===== src/sv/sgi_pkg.sv =====
package sgi_pkg;

	// Default coordinate width, signed Q16.8
	localparam int COORD_WIDTH_DEF = 24;

	// How the crossing is solved for one segment pair
	typedef enum logic [1:0] {
		MODE_NONE,   // degenerate, parallel or both vertical: no line crossing
		MODE_GEN,    // neither segment vertical
		MODE_BVERT,  // B vertical, A not
		MODE_AVERT   // A vertical, B not
	} mode_t;

endpackage


===== src/sv/sgi_div_stage.sv =====
module sgi_div_stage import sgi_pkg::*; #(
	parameter int DW = 2 * COORD_WIDTH_DEF + 3,
	parameter int NW = 3 * COORD_WIDTH_DEF + 4
) (
	input  logic          clk,
	input  logic          en,
	input  logic [DW-1:0] den,
	input  logic [DW-1:0] rem_i,
	input  logic [NW-1:0] nq_i,
	output logic [DW-1:0] rem_o,
	output logic [NW-1:0] nq_o
);

	logic [DW:0]   cand;
	logic [DW:0]   diff;
	logic          ge;
	logic [DW-1:0] rem_n;

	// one restoring step: bring down the next numerator bit, subtract if it fits
	always_comb begin
		cand  = {rem_i, nq_i[NW-1]};
		diff  = cand - {1'b0, den};
		ge    = (cand >= {1'b0, den});
		rem_n = ge ? diff[DW-1:0] : cand[DW-1:0];
	end

	// quotient bits shift in as numerator bits shift out
	always_ff @(posedge clk) begin
		if (en) begin
			rem_o <= rem_n;
			nq_o  <= {nq_i[NW-2:0], ge};
		end
	end

endmodule


===== config.mk =====
export PLATFORM = sky130hd
export DESIGN_NAME = sgi_div_stage
export DESIGN_NICKNAME = d
export VERILOG_FILES = /design/src/sv/sgi_pkg.sv /design/src/sv/sgi_div_stage.sv
export SDC_FILE = /design/constraint.sdc
export NUM_CORES = 1
export LEC_CHECK = 0
export BUFFER_PORTS_ARGS = -buffer_cell sky130_fd_sc_hd__buf_4
export CORE_UTILIZATION = 41
export CTS_BUF_LIST = sky130_fd_sc_hd__clkbuf_2 sky130_fd_sc_hd__clkbuf_4 sky130_fd_sc_hd__clkbuf_8
export CTS_CLUSTER_DIAMETER = 120
export CTS_CLUSTER_SIZE = 8
export DETAILED_ROUTE_END_ITERATION = 8
export PLACE_DENSITY = 0.7
export SYNTH_ARGS = -nofsm -noshare
export SYNTH_HDL_FRONTEND = slang
export SYNTH_SLANG_ARGS = --single-unit

===== constraint.sdc =====
create_clock -name clk -period 4.2 [get_ports clk]
set_input_delay 0.84 -clock clk [delete_from_list [all_inputs] [get_ports clk]]
set_output_delay 0.84 -clock clk [all_outputs]
set_load 0.03 [all_outputs]

Word level (Yosys, flattened, before mapping)
Cells that the tools add are included.
Widths: inputs -> output; s select.
{"block": "op_classes", "add_sub_neg": 1, "order_cmp": 1, "muxes": 1}
{"operator": "$ge 52x51->1", "n": 1}
{"operator": "$mux 51", "n": 1}
{"operator": "$sub 51x51->51", "n": 1}
{"block": "totals", "register_bits": 127, "inputBits": 180, "out_inout_bits": 127, "word_cells": 5}

Longest topological paths before layout
{"block": "depth", "word_depth": 2, "ltp_mapped": 15, "depth_no_buf": 12}

Worst setup path after synthesis
OpenSTA, ideal clock, no wires.
{"block": "synth_timing", "path_kind": "input port to flip-flop", "from": "in nq_i[75]", "to": "reg rem_o[46], data pin", "setup_ns": 0.258, "t_arrival_ns": 3.218, "t_required_ns": 3.942, "slack_ns": 0.724, "path_stages": 13, "n_path_buf": 1, "cell_sequence": "inv_1 ha_1 fa_1 nand2b_1 a21o_1 a21oi_2 o21ai_1 o2111ai_1 a21oi_1 o211a_2 buf_6 a2111o_1 o221a_2"}
{"block": "synth_via", "elab_chain_len": 2}
{"element": "from (decl)", "line": "sgi_div_stage.sv:9", "rtl": "input logic [NW-1:0] nq_i,"}
{"element": "$sub 51x51->51 / $ge 52x51->1 (equally long branches)", "line": "sgi_div_stage.sv:22, sgi_div_stage.sv:23"}
{"element": "$mux 51 *", "line": "sgi_div_stage.sv:24", "rtl": "rem_n = ge ? diff[DW-1:0] : cand[DW-1:0];"}
{"element": "via rem_n[46]", "line": "sgi_div_stage.sv:17", "rtl": "logic [DW-1:0] rem_n;"}
{"element": "to (signal assigned)", "line": "sgi_div_stage.sv:30", "rtl": "rem_o <= rem_n;"}
{"element": "to (decl)", "line": "sgi_div_stage.sv:10", "rtl": "output logic [DW-1:0] rem_o,"}
The timed path passes the listed nets; every way through them passes the cells marked *.
A chain may end at the register's enable or synchronous reset.

Final worst setup path
{"block": "layout_timing", "from": "in den[5]", "to": "reg rem_o[18], data pin"}
{"block": "layout_via", "elab_chain_len": 2}
{"element": "from (decl)", "line": "sgi_div_stage.sv:7", "rtl": "input logic [DW-1:0] den,"}
{"element": "$sub 51x51->51 / $ge 52x51->1 (equally long branches)", "line": "sgi_div_stage.sv:22, sgi_div_stage.sv:23"}
{"element": "$mux 51 *", "line": "sgi_div_stage.sv:24"}
{"element": "via rem_n[18]", "line": "sgi_div_stage.sv:17"}
Marks and branches as above.

==> metrics.md <==
| Metric | Value |
|---|---|
| Worst hold stages | `1` |
| Clock power frac | `~29%` |
| Setup repair bufs after CTS | `0` |
| Worst-Margin Slew | `between 0.7 and 0.8 ns` |
| Crit-path max FO | `60` |
| Combinational power share | `between 30% and 40%` |
| Setup ws final | `0.677 ns` |
| Failing checks | `DRC` |
| Crit path time final | `about 3.5 ns` |
| Critical Path Start Type | `input port` |
| Post-synth top area share | `roughly 50%` |
| Hold Crit Start | `nq_i[9]` |
| Fin. Hold Viols | `0` |
| Port bufs | `306` |
| P_sw | `~1.4 mW` |
| Pwr Total | `about 4 mW` |
| MaxCap Viol Count | `0` |
| Status | `complete, but fails checks` |
| Syn Area/Cell | `roughly 10 sq um` |
| Number of synthesized flops with an enable pin | `roughly 130` |
| Ports | `~310` |
| Setup_tns | `0 ns` |
| Avg Vias per Cell | `approximately 5.2` |
| Leak | `approximately 4.7 nW` |
| Vias in the first global route | `about 6500` |
| Largest net degree at the start of global routing | `around 130` |
| Unique cell type count in the Yosys netlist | `58` |
| Longest Clk Path Bufs | `2` |
| Final Non-Filler Cells | `around 1300` |
| Core area | `between 15000 and 20000 sq um` |
| Hpwl dp | `17100 microns` |
| Net Count, Synth | `between 900 and 1000` |
| Initial DRC count | `around 360` |
| Area leader, netlist | `edfxtp_1` |
| Asr flop ratio synth | `0%` |
| Hold EP | `nq_o[10]` |
| GRT overflow | `0` |
| Routed wire length | `approximately 22000 microns` |
| Layout area overhead | `38.0%` |
| Die area | `19100 sq um` |
| Seq/Total Area, Yosys | `50.1%` |
| Req. time, crit path | `approximately 4.4 ns` |
| WS Path Type | `input port to flip-flop` |
| Dpl cells | `~1300` |
| Slew Limit Fails | `0` |
| Nets@finish | `around 1300` |
| Die span in x | `roughly 140 microns` |
| GRT Overall Usage | `a little under a quarter` |
| Final period util | `a little over four fifths` |
| Antenna diodes | `0` |
| Prevailing post-synth register cell | `edfxtp_1` |
| Layout cell share with drive strength beyond 1 | `between 30% and 40%` |
| Core Util, Final | `58.1%` |
| CTS tree | `done` |
| Initial Util | `42.1%` |
| Ranking of synthesized cells by area | `edfxtp_1, ha_1, o21ai_0` |
| H-tree level count | `4` |
| Worst setup EP type | `flip-flop` |
| Global placer's final weighted congestion | `0.874` |
| CTS resizes | `0` |
| RSZ-0062 raised after global routing | `no` |
| Syn. warnings | `0` |
| Internal power | `2.68 mW` |
| Max Freq | `between 200 and 300 MHz` |
| Hold-fix buffers, CTS | `0` |
| Remaining DRCs | `50` |
| Reg clk slew, reported paths | `0.08 ns` |
| Vias | `between 6000 and 7000` |
| Area of the mapped netlist | `between 7000 and 8000 sq um` |
| Cells after Synth | `approximately 750` |
| Clock Sinks | `~130` |
| Reg power frac | `39.8%` |
| WL/cell | `roughly 17 microns` |
| Switching Fraction | `around a third` |
| DP Worst Slack | `~0.16 ns` |
| First-pass GRT wire length | `between 30000 and 40000 microns` |
| Row count | `49` |
| Critical path data arrival time | `around 3.7 ns` |
| Die height | `138 microns` |
| Post-route ant nets | `0` |
| Worst slew margin | `between 50 and 60%` |
| Final setup viols | `0` |
| #FFs+latches synth | `about 130` |
| CTS Root Cell | `clkbuf_8` |
| Pwr Density | `approximately 390 nW/um^2` |
| Initial antenna violation count | `0` |
| Worst min-delay path class | `input port to flip-flop` |
| Max IR drop VDD | `0.000198 V` |
| DR pass1 iterations | `7` |
| TritonCTS Buffers | `17` |
[flip-flops by register name, indices dropped and copies added (netlist names)]
register	cells
nq_o	76
rem_o	51
[worst max-delay path, cell delays in order]
cell	delay, ns
buf_4	0.08
inv_1	0.03
ha_1	0.37
a21o_1	0.23
nor3_2	0.13
a21oi_2	0.10
o21ai_1	0.32
o2111ai_1	0.19
a21oi_1	0.27
o211a_2	0.41
buf_4	0.50
o21ai_0	0.19
[worst max path at each step]
stage               startpoint   endpoint  cells past startpoint
finish                  den[5]  rem_o[18]                     12
global route            den[5]  rem_o[16]                     12
CTS                     den[5]   rem_o[8]                     12
detailed placement    nq_i[75]  rem_o[12]                     13
global placement        den[0]  rem_o[46]                     12
floorplan             nq_i[75]  rem_o[46]                     13
[placed cells by master, fill, tap and decap left out, types with 4 or more instances in the layout]
master,n
ha_1,51
a21oi_1,59
o211ai_1,5
clkbuf_8,17
and3_1,12
inv_1,60
nand4_1,10
nand3_1,13
a41oi_1,5
edfxtp_1,127
xnor2_1,24
o21bai_1,10
nand2b_1,7
o21ai_1,7
a31oi_1,8
o21ai_0,80
a211oi_1,4
nor2_1,26
o21a_1,8
nand2_1,103
xor2_1,22
a21o_1,23
nor3_1,6
buf_4,309
nor2b_1,6
and2_1,5
[cells in the mapped netlist, drive strengths merged, types with 12 or more instances]
library cell / n
edfxtp: 127
nand2: 104
o21ai: 87
a21oi: 61
inv: 60
ha: 51
nor2: 27
xnor2: 24
a21o: 23
xor2: 22
buf: 16
clkbuf: 15
nand3: 13
and3: 12
[cells by family (layout without fill, tap and decap cells)]
kind of cell | after synthesis | count (layout) | synth area share [%]
AND/OR/NAND/NOR | 199 | 199 | 12.1
flip-flops | 127 | 127 | 50.1
buffers and inverters | 91 | 401 | 4.95
AO/OA/AOI/OAI | 236 | 236 | 19.0
adder cells (fa/ha/maj) | 52 | 52 | 8.65
XOR/XNOR | 46 | 46 | 5.29
[area by class of cell]
class | instances | area [sq um]
clock inverter | 14 | 184
tap | 229 | 287
sequential | 127 | 3810
timing repair buffer | 310 | 2340
clock buffer | 17 | 234
multi-input combinational | 533 | 3420
fill | 1561 | 7580
inverter | 60 | 225
[routing by layer]
metal / track usage [%] / part of all wire (%) / vias to the layer above
li1: - / - / 3346
met1: 28.2 / 40 / 3148
met2: 40.7 / 51 / 241
met3: 6.23 / 7.3 / 28
met4: 6.80 / 1.5 / 0
met5: 0 / 0 / -
[power groups by stage]
stage	Clock [mW]	Combinational, mW	Sequential, mW
floorplan	0	0.485	1.93
global placement	0	1.27	1.64
detailed placement	0	1.28	1.64
CTS	1.18	1.29	1.61
global route	1.23	1.38	1.63
finish	1.16	1.28	1.61
[stage by stage]
step	area (sq um)	hold WS, ns
6_report	10500	0.560
5_1_grt	10500	0.528
4_1_cts	10500	0.535
3_5_place_dp	10100	1.02
3_3_place_gp	10100	1.02
2_1_floorplan	7610	0.939
Note: power is estimated with default switching activity, not from simulation.
